[src/hw/rtl/gnmg_pkg.sv]
// ----------------------------------------------------------------------------
// gnmg_pkg
// shared constants and controller/datapath interface types for the grid
// neighbour move generator
// ----------------------------------------------------------------------------
package gnmg_pkg;

   // fixed field widths
   localparam int CELL_W = 12;
   localparam int CFG_W  = 7;
   localparam int NB_N   = 8;

   // built grid size defaults
   localparam int MAX_WIDTH_DEF  = 64;
   localparam int MAX_HEIGHT_DEF = 64;

   // register reset values
   localparam logic [CFG_W-1:0] MAP_WIDTH_RST  = 7'd64;
   localparam logic [CFG_W-1:0] MAP_HEIGHT_RST = 7'd64;

   // register indexes
   localparam logic CSR_MAP_WIDTH  = 1'b0;
   localparam logic CSR_MAP_HEIGHT = 1'b1;

   // item function codes
   localparam logic FUNC_WRITE = 1'b0;
   localparam logic FUNC_QUERY = 1'b1;

   typedef struct packed {
      logic clear_en;
      logic accept;
      logic size_en;
      logic wr_en;
      logic div_start;
      logic rd_en;
      logic mask_en;
      logic out_load;
   } cmd_type;

   typedef struct packed {
      logic clear_done;
      logic func;
      logic in_range;
      logic div_done;
      logic rd_done;
      logic last;
   } sts_type;

endpackage

[src/hw/rtl/gnmg_ctrl.sv]
// ----------------------------------------------------------------------------
// gnmg_ctrl
// sequencing state machine: store clear, item intake, divide, neighbour
// scan and result transfers
// ----------------------------------------------------------------------------
module gnmg_ctrl (
   input  logic              clock,
   input  logic              reset,
   input  logic              req_valid,
   output logic              req_stall,
   output logic              rsp_valid,
   input  logic              rsp_stall,
   output gnmg_pkg::cmd_type cmd,
   input  gnmg_pkg::sts_type sts
);

   localparam logic [3:0] ST_CLEAR = 4'd0;
   localparam logic [3:0] ST_IDLE  = 4'd1;
   localparam logic [3:0] ST_SIZE  = 4'd2;
   localparam logic [3:0] ST_TEST  = 4'd3;
   localparam logic [3:0] ST_DIV   = 4'd4;
   localparam logic [3:0] ST_READ  = 4'd5;
   localparam logic [3:0] ST_MASK  = 4'd6;
   localparam logic [3:0] ST_LOAD  = 4'd7;
   localparam logic [3:0] ST_OUT   = 4'd8;

   logic [3:0] state_ff, state_in;

   always_comb begin
      state_in  = state_ff;
      cmd       = '0;
      req_stall = 1'b1;
      rsp_valid = 1'b0;
      case (state_ff)
         ST_CLEAR: begin
            cmd.clear_en = 1'b1;
            if (sts.clear_done) begin
               state_in = ST_IDLE;
            end
         end
         ST_IDLE: begin
            req_stall = 1'b0;
            if (req_valid) begin
               cmd.accept = 1'b1;
               state_in   = ST_SIZE;
            end
         end
         ST_SIZE: begin
            cmd.size_en = 1'b1;
            state_in    = ST_TEST;
         end
         ST_TEST: begin
            if (sts.func == gnmg_pkg::FUNC_WRITE) begin
               cmd.wr_en = sts.in_range;
               state_in  = ST_IDLE;
            end else if (sts.in_range) begin
               cmd.div_start = 1'b1;
               state_in      = ST_DIV;
            end else begin
               state_in = ST_LOAD;
            end
         end
         ST_DIV: begin
            if (sts.div_done) begin
               state_in = ST_READ;
            end
         end
         ST_READ: begin
            cmd.rd_en = 1'b1;
            if (sts.rd_done) begin
               state_in = ST_MASK;
            end
         end
         ST_MASK: begin
            cmd.mask_en = 1'b1;
            state_in    = ST_LOAD;
         end
         ST_LOAD: begin
            cmd.out_load = 1'b1;
            state_in     = ST_OUT;
         end
         ST_OUT: begin
            rsp_valid = 1'b1;
            if (!rsp_stall) begin
               if (sts.last) begin
                  state_in = ST_IDLE;
               end else begin
                  cmd.out_load = 1'b1;
               end
            end
         end
         default: begin
            state_in = ST_CLEAR;
         end
      endcase
   end

   always_ff @(posedge clock) begin
      if (reset) begin
         state_ff <= ST_CLEAR;
      end else begin
         state_ff <= state_in;
      end
   end

endmodule

[config.mk]
export PLATFORM = sky130hd
export DESIGN_NAME = gnmg_ctrl
export DESIGN_NICKNAME = d
export VERILOG_FILES = /design/src/hw/rtl/gnmg_pkg.sv /design/src/hw/rtl/gnmg_ctrl.sv
export SDC_FILE = /design/constraint.sdc
export NUM_CORES = 1
export LEC_CHECK = 0
export BUFFER_PORTS_ARGS = -buffer_cell sky130_fd_sc_hd__clkbuf_2
export CAP_MARGIN = 20
export CORE_AREA = 2 2 39 41
export CTS_CLUSTER_SIZE = 14
export DETAILED_ROUTE_END_ITERATION = 10
export DIE_AREA = 0 0 41 43
export PLACE_DENSITY_LB_ADDON = 0.08
export SLEW_MARGIN = 20
export SYNTH_ARGS = -nofsm -noshare
export SYNTH_HDL_FRONTEND = slang
export SYNTH_SLANG_ARGS = --single-unit
[constraint.sdc]
create_clock -name clock -period 1.6 [get_ports clock]
set_input_delay 0.16 -clock clock [delete_from_list [all_inputs] [get_ports clock]]
set_output_delay 0.16 -clock clock [all_outputs]
set_load 0.05 [all_outputs]
### After elaboration in Yosys (flattened, before gate mapping)

Cells that the tools add are included.

* equality and inequality tests: 14
* muxes and demuxes: 24
* reductions and logical operators: 2

Operators by type and width (number)
* 4-bit one-hot mux with 9 select lines: 1
* 4-bit 2-to-1 mux: 7
* 4-bit by 3-bit equality test with 1-bit output, second input constant: 4
* 1-bit 2-to-1 mux: 13
* 2-bit != test, second input constant: 6
* 4-bit by 2-bit equality test with 1-bit output, second input constant: 2
* 6-bit AND reduction: 1
* 4-bit by 1-bit equality test with 1-bit output, second input constant: 1
* 4-bit equality test, second input constant: 1
* 4-bit logical NOT: 1
* 2-bit 2-to-1 mux: 2
* 1-bit one-hot mux with 2 select lines: 1

* logic and storage cells: 41
* bits in registers: 4

### Depth between registers and ports, before layout

Gate-level depths: netlist of the first run.

* depth in word-level cells: 3
* gate-level depth with buffers: 5
* gate-level depth less buffers: 4

### Worst setup path before layout of the first run

No wires, ideal clock.

* path kind: flip-flop to output port
* start: reg state_ff[1]
* end: out cmd[7] (netlist name)
* cell stages (with the launch flop): 3
* setup slack: -603 ps
* buffers on the path: 1
* arrival: 2043 ps
* path through: dfxtp_1 > buf_4 > nor4_1

RTL lines
* start, declared: line gnmg_ctrl.sv:27 `logic [3:0] state_ff, state_in;`
* start signal, assigned: line gnmg_ctrl.sv:102 `state_ff <= state_in;`
* end, declared: line gnmg_ctrl.sv:13 `output gnmg_pkg::cmd_type cmd,`

==> results.txt, run 1 <==
----------------------------------------------------
[Floorplan]
  Starting Density ... 0.275
  Die Footprint ... 1760 µm²
  Die H ... 43 µm
  Floorplan die width ... 41 µm
  Top-level port count ... 20
  Row count ... 14
  Placeable core region ... 1380 µm²

[Setup path]
  Critical-path maximum fanout ... 3
  Nature of the critical path endpoint ... output port
  Data required time at the worst endpoint ... 1.44 ns
  Startpoint-to-endpoint class of the critical path ... flop to output port
  Worst Path Arrival ... 1.38 ns
  Kind of launch point of the worst setup path ... flop

[STA]
  Hold violation count in the final report ... 0
  Tmin final ... 1.54 ns
  F_max ... 0.648 GHz
  Actual slew at the worst max-slew pin ... 0.280 ns
  Post-Route Skew ... 0.00262 ns
  Total setup violations reported at the end of the flow ... 0
  Worst slew margin relative to its limit ... 0.814
  Final-report max-slew violation count ... 0
  Tcrit/Tclk final ... 0.964
  Setup repair after global routing missed its margin ... yes

[Routing]
  Routed length per instance ... 11.8 µm
  Vias ... 432
  DRC marker count from the first detailed-route iteration ... 12
  Final wirelength ... 1070 µm
  Remaining routing DRC violations ... 0
  Vias per std cell ... 4.75
  Number of detailed-route iterations in the first pass ... 5
  Detail Route Antenna Nets ... 0

[Global routing]
  GRT Residual Overflow ... 0
  Total GRT Usage ... 0.135
  Via count of the first global-routing pass ... 388
  Global-route wire length before repair ... 1590 µm
  Pin count of the biggest net entering global routing ... 14
  Initial antenna violation count ... 0

[Placement]
  DP HPWL ... 763 µm
  Port Buf Inserts ... 19
  Cells after DPL ... 87
  Routability congestion estimate ... 0.738

[Final layout]
  Net count reported at finish ... 87
  Final standard cell count with taps included and fillers excluded ... 91
  Count of inserted antenna diode cells ... 0
  Fillcell total ... 152
  Top Registers ... state_ff (4)
  Area grow syn2layout ... 50.7%
  Final core utilization ... 0.414
  Largest register FFs ... 4
  Fraction of layout cells with a size suffix above 1 ... 0.520
  Largest register by flop count ... state_ff

[Yosys]
  Most common cell in the netlist ... nor2_1
  Yosys top cell area share ... 0.211
  Post-Synthesis Mean Instance Area ... 7.46 µm²
  Dominant cell type by area after synthesis ... dfxtp_1
  Adder-cell share of the synthesized area ... 0
  XOR/XNOR Fraction of Synth Area ... 0
  Summed instance area of the synthesized netlist ... 380 µm²
  Most frequent cells after synthesis ... nor2_1 (6), nand2_1 (5), a21oi_1 (4), dfxtp_1 (4), nor3_1 (4)
  Post-Synthesis Cells ... 51
  Area fraction in compound gates after synthesis ... 0.164
  Largest family of logic cells by synthesized area ... simple AND/OR/NAND/NOR gates
  Simple-gate portion of the synthesized area ... 0.398
  Warnings from Yosys ... 0
  Primary flip-flop cell chosen by synthesis mapping ... dfxtp_1
  Number of nets produced by synthesis ... 61
  Count of different cell masters after synthesis ... 25
  Post-synthesis mux area share ... 0.109
  Number of enable flip-flop cells after synthesis ... 0
  Biggest area contributors in the synthesized netlist ... dfxtp_1 (21%), mux2i_1 (7.9%), buf_4 (5.9%)
  Proportion of synthesized flip-flops having asynchronous set or reset ... 0
  Post-synthesis sequential element count ... 4
  Seq/Total Area, Yosys ... 0.211

[Power and ir drop]
  Leakage power figure ... 0.270 nW
  Register share of total power ... 0.266
  Power share of the combinational group ... 0.446
  Clock share of power ... 0.288
  Power density of the placed cells ... 802 nW/µm²
  Cell internal pwr ... 0.274 mW
  Overall power ... 0.459 mW
  Net Sw Power ... 0.185 mW
  Maximum ir drop on the vdd rail ... 282 µV
  Net Sw Frac ... 0.403

[Clock network]
  Maximum buffer depth of the clock tree ... 2
  Inserted Clock Buffers ... 3
  H-tree depth ... 1
  CTS Sinks ... 4
  Worst-Skew Late Latency ... 0.24 ns
  TritonCTS clock tree ... yes
  Clock transition at the registers of the reported paths ... 0.04 ns
  Root buffer cell ... clkbuf_4

[Status]
  Run status ... finished, final reports clean

[Job]
  Max_cap viols ... 0

[Worst hold path]
  Class of the worst hold path ... primary input to flop

----------------------------------------------------
-- critical path: stages, from the launching register on --
cell     delay, ns
dfxtp_2       0.32
buf_6         0.12
nor4b_4       0.32
nand2_1       0.14
nand2_4       0.10
buf_8         0.14
-- final timing paths --
kind / from / endpoint / slack, ns / cells past startpoint
worst min register to register: state_ff[3] / state_ff[2] / 0.63 / 2
worst max-delay path: state_ff[0] / cmd[0] / 0.06 / 5
worst min-delay path: reset / state_ff[0] / 0.13 / 2
worst max register to register: state_ff[0] / state_ff[0] / 0.25 / 6
-- cells by family (layout without fill, tap and decap cells) --
family / count (synthesis) / after routing
DFF: 4 / 4
AOI/OAI and AO/OA: 9 / 9
muxes: 4 / 4
buffers and inverters: 7 / 31
and+or+nand+nor: 27 / 27
-- per-layer routing --
metal  wire length (µm)  vias to the layer above  track usage
li1                   -                      228            -
met1                529                      191        0.183
met2                465                       13        0.175
met3                 75                        0       0.0628
met4                  0                        0       0.0600
met5                  0                        -            0
-- repair_timing --
item / 4_1_cts / 5_1_grt
endpoints found under the setup margin: 6 / 3
buffers inserted: 0 / 1
gates resized for setup: 4 / 7
pin swaps: 0 / 3
hold buffers: 0 / 0
-- stage by stage --
step | setup WS (ns) | hold slack, ns | area [µm²] | setup TNS, ns
floorplan | -0.0921 | 0.229 | 403 | -0.297
global placement | 0.180 | 0.388 | 522 | 0
detailed placement | 0.175 | 0.375 | 522 | 0
CTS | 0.0113 | 0.123 | 552 | 0
global route | -0.0112 | 0.131 | 573 | -0.0112
finish | 0.0574 | 0.127 | 573 | 0
-- area by class of cell --
cell class	count	area, µm²	area share
clock buffer	3	22.5	0.0393
sequential	4	85.1	0.148
tap	16	20.0	0.0349
inverter	3	11.3	0.0197
timing repair buffer	25	154	0.269
multi-input combinational	40	280	0.489
-- power by group through the flow --
stage          logic, mW  clock network, mW  registers [mW]
2_1_floorplan      0.145                  0           0.117
3_3_place_gp       0.197                  0           0.121
3_5_place_dp       0.194                  0           0.121
4_1_cts            0.196              0.137           0.120
5_1_grt            0.218              0.148           0.124
6_report           0.205              0.132           0.122
-- cells in the final DEF (no fill, tap or decap), types with 2 or more instances in the layout --
| cell type | n |
|---|---|
| inv_1 | 3 |
| dfxtp_2 | 4 |
| nand3_1 | 2 |
| mux2i_1 | 3 |
| and3_1 | 2 |
| clkbuf_4 | 3 |
| nor3_1 | 4 |
| nor2_1 | 6 |
| clkbuf_2 | 17 |
| a21oi_1 | 4 |
| buf_4 | 5 |
| nand2_1 | 4 |
Power figures use the tool's default switching activity.
==> inputs of run 2 (changes only) <==
- CELL_PAD_IN_SITES_DETAIL_PLACEMENT: not set -> 0
- CELL_PAD_IN_SITES_GLOBAL_PLACEMENT: not set -> 1
- CORE_AREA: 2 2 39 41 -> not set
- CORE_MARGIN: not set -> 2
- CORE_UTILIZATION: not set -> 28
- DIE_AREA: 0 0 41 43 -> not set
- HOLD_SLACK_MARGIN: not set -> 0.06
==> results.txt, run 2 (synthesis gave the netlist of run 1 again) <==
----------------------------------------------------
[Routing]
  Remaining routing DRC violations ... 0 (unchanged)
  Detail Route Antenna Nets ... 0 (unchanged)
  Final wirelength ... 962 µm (was 1070 µm)
  Vias per std cell ... 4.80 (was 4.75)
  Vias ... 418 (was 432)
  Routed length per instance ... 11.1 µm (was 11.8 µm)
  Number of detailed-route iterations in the first pass ... 3 (was 5)
  DRC marker count from the first detailed-route iteration ... 2 (was 12)

[STA]
  Post-Route Skew ... 0.00229 ns (was 0.00262 ns)
  Tcrit/Tclk final ... 0.943 (was 0.964)
  F_max ... 0.663 GHz (was 0.648 GHz)
  Actual slew at the worst max-slew pin ... 0.280 ns (about the same)
  Final-report max-slew violation count ... 0 (unchanged)
  Worst slew margin relative to its limit ... 0.814 (about the same)
  Total setup violations reported at the end of the flow ... 0 (unchanged)
  Hold violation count in the final report ... 0 (unchanged)
  Tmin final ... 1.51 ns (was 1.54 ns)
  Total negative slack for setup checks ... 0 ns (unchanged)
  Final worst setup slack ... 0.0909 ns (was 0.0574 ns)

[Final layout]
  Net count reported at finish ... 84 (was 87)
  Fraction of layout cells with a size suffix above 1 ... 0.486 (was 0.520)
  Count of inserted antenna diode cells ... 0 (unchanged)
  Leading cell types in the layout, fill and taps excluded ... clkbuf_2 (16), nor2_1 (6), clkbuf_4 (5) (was clkbuf_2 (17), nor2_1 (6), buf_4 (5))
  Commonest non-fill, non-tap cell in the layout ... clkbuf_2 (unchanged)
  Fillcell total ... 147 (was 152)
  Final core utilization ... 0.421 (was 0.414)
  Top Registers ... state_ff (4) (unchanged)
  Area grow syn2layout ... 42.1% (was 50.7%)
  Largest register by flop count ... state_ff (unchanged)
  Largest register FFs ... 4 (unchanged)
  Fin area ... 541 µm² (was 573 µm²)

[Power and ir drop]
  Overall power ... 0.432 mW (was 0.459 mW)
  Leakage power figure ... 0.250 nW (was 0.270 nW)
  Net Sw Frac ... 0.394 (was 0.403)
  Cell internal pwr ... 0.262 mW (was 0.274 mW)
  Register share of total power ... 0.287 (was 0.266)
  Power share of the combinational group ... 0.430 (was 0.446)
  Net Sw Power ... 0.170 mW (was 0.185 mW)
  Maximum ir drop on the vdd rail ... 263 µV (was 282 µV)
  Clock share of power ... 0.283 (was 0.288)
  Power density of the placed cells ... 800 nW/µm² (was 802 nW/µm²)

[Clock network]
  Hold buffers post-CTS ... 0 (unchanged)
  Setup bufs post-CTS ... 0 (unchanged)
  Inserted Clock Buffers ... 3 (unchanged)
  Root buffer cell ... clkbuf_4 (unchanged)
  H-tree depth ... 1 (unchanged)
  Worst-Skew Late Latency ... 0.23 ns (was 0.24 ns)
  Maximum buffer depth of the clock tree ... 2 (unchanged)
  CTS Sinks ... 4 (unchanged)
  Clock transition at the registers of the reported paths ... 0.04 ns (about the same)
  TritonCTS clock tree ... yes (unchanged)

[Setup path]
  Data required time at the worst endpoint ... 1.44 ns (about the same)
  FF-to-FF Start ... state_ff[1] (was state_ff[0])
  Startpoint-to-endpoint class of the critical path ... flop to output port (unchanged)
  R2R cell count ... 5 (was 6)
  Kind of launch point of the worst setup path ... flop (unchanged)
  Critical-path maximum fanout ... 8 (was 3)
  Start point of the critical path ... state_ff[0] (unchanged)
  Worst Path Arrival ... 1.35 ns (was 1.38 ns)
  Nature of the critical path endpoint ... output port (unchanged)

[Worst hold path]
  Class of the worst hold path ... primary input to flop (unchanged)
  Cell depth of the worst hold path ... 2 (unchanged)
  Hold Path Origin ... reset (unchanged)

[Global routing]
  Initial antenna violation count ... 0 (unchanged)
  Total GRT Usage ... 0.142 (was 0.135)
  GRT Residual Overflow ... 0 (unchanged)
  Global-route wire length before repair ... 1580 µm (was 1590 µm)
  Via count of the first global-routing pass ... 377 (was 388)
  Pin count of the biggest net entering global routing ... 14 (unchanged)

[Placement]
  DP HPWL ... 773 µm (was 763 µm)
  Routability congestion estimate ... 0.771 (was 0.738)
  Area of placed instances ... 505 µm² (was 522 µm²)
  Place WS ... 0.178 ns (was 0.175 ns)
  Port Buf Inserts ... 19 (unchanged)

[Floorplan]
  Row count ... 13 (was 14)
  Top-level port count ... 20 (unchanged)
  Die Footprint ... 1670 µm² (was 1760 µm²)
  Starting Density ... 0.296 (was 0.275)
  Placeable core region ... 1280 µm² (was 1380 µm²)
  Floorplan die width ... 40.9 µm (was 41 µm)
  Die H ... 40.9 µm (was 43 µm)

[Job]
  Max_cap viols ... 0 (unchanged)

[Status]
  Run status ... finished, final reports clean (unchanged)

----------------------------------------------------
## run 2: cell count changes in the layout (fill, tap and decap cells not counted), sizes merged
| cell | before | now |
|---|---|---|
| buf | 8 | 4 |
| clkbuf | 20 | 21 |
## run 2: routing by layer
metal / vias to the layer above / GRT usage / wire length [µm]
li1: 221 / - / -
met1: 185 / 0.194 / 477
met2: 12 / 0.215 / 424
met3: 0 / 0.0163 / 60
met4: 0 / 0.0750 / 0
met5: - / 0 / 0
## run 2: final timing paths
| path | endpoint | slack [ns] |
|---|---|---|
| worst max-delay path | cmd[1] | 0.09 |
| worst min-delay path | state_ff[3] | 0.14 |
| worst max register to register | state_ff[0] | 0.36 |
| worst min register to register | state_ff[2] | 0.54 |
## run 2: final cells by class
class | count | area [µm²] | share of cell area
clock buffers | 3 | 22.5 | 0.0417
inverters | 3 | 11.3 | 0.0208
multi-input cells | 40 | 278 | 0.514
repair buffers | 22 | 125 | 0.231
well taps | 15 | 18.8 | 0.0347
flip-flops and latches | 4 | 85.1 | 0.157
## run 2: per-stage QoR
step	hold WS, ns	instances
6_report	0.139	87
5_1_grt	0.153	87
4_1_cts	0.134	87
3_5_place_dp	0.386	84
3_3_place_gp	0.381	84
2_1_floorplan	0.229	51
## run 2: power by group through the flow
| stage | logic [mW] | registers [mW] | clock network, mW |
|---|---|---|---|
| 5_1_grt | 0.203 | 0.126 | 0.132 |
| 3_5_place_dp | 0.187 | 0.124 | 0 |
| 2_1_floorplan | 0.145 | 0.117 | 0 |
| 3_3_place_gp | 0.187 | 0.125 | 0 |
| 4_1_cts | 0.188 | 0.123 | 0.127 |
| 6_report | 0.186 | 0.124 | 0.122 |
## run 2: worst max-delay path, stage by stage, from the launching register on
cell      delay (ns)
dfxtp_2         0.33
buf_4           0.17
nor2_1          0.17
and3_1          0.18
clkbuf_2        0.27
## run 2: what timing repair did
item                       4_1_cts  5_1_grt
setup endpoints to repair        5        6
pin swaps                        0        1
resized for setup                3        7
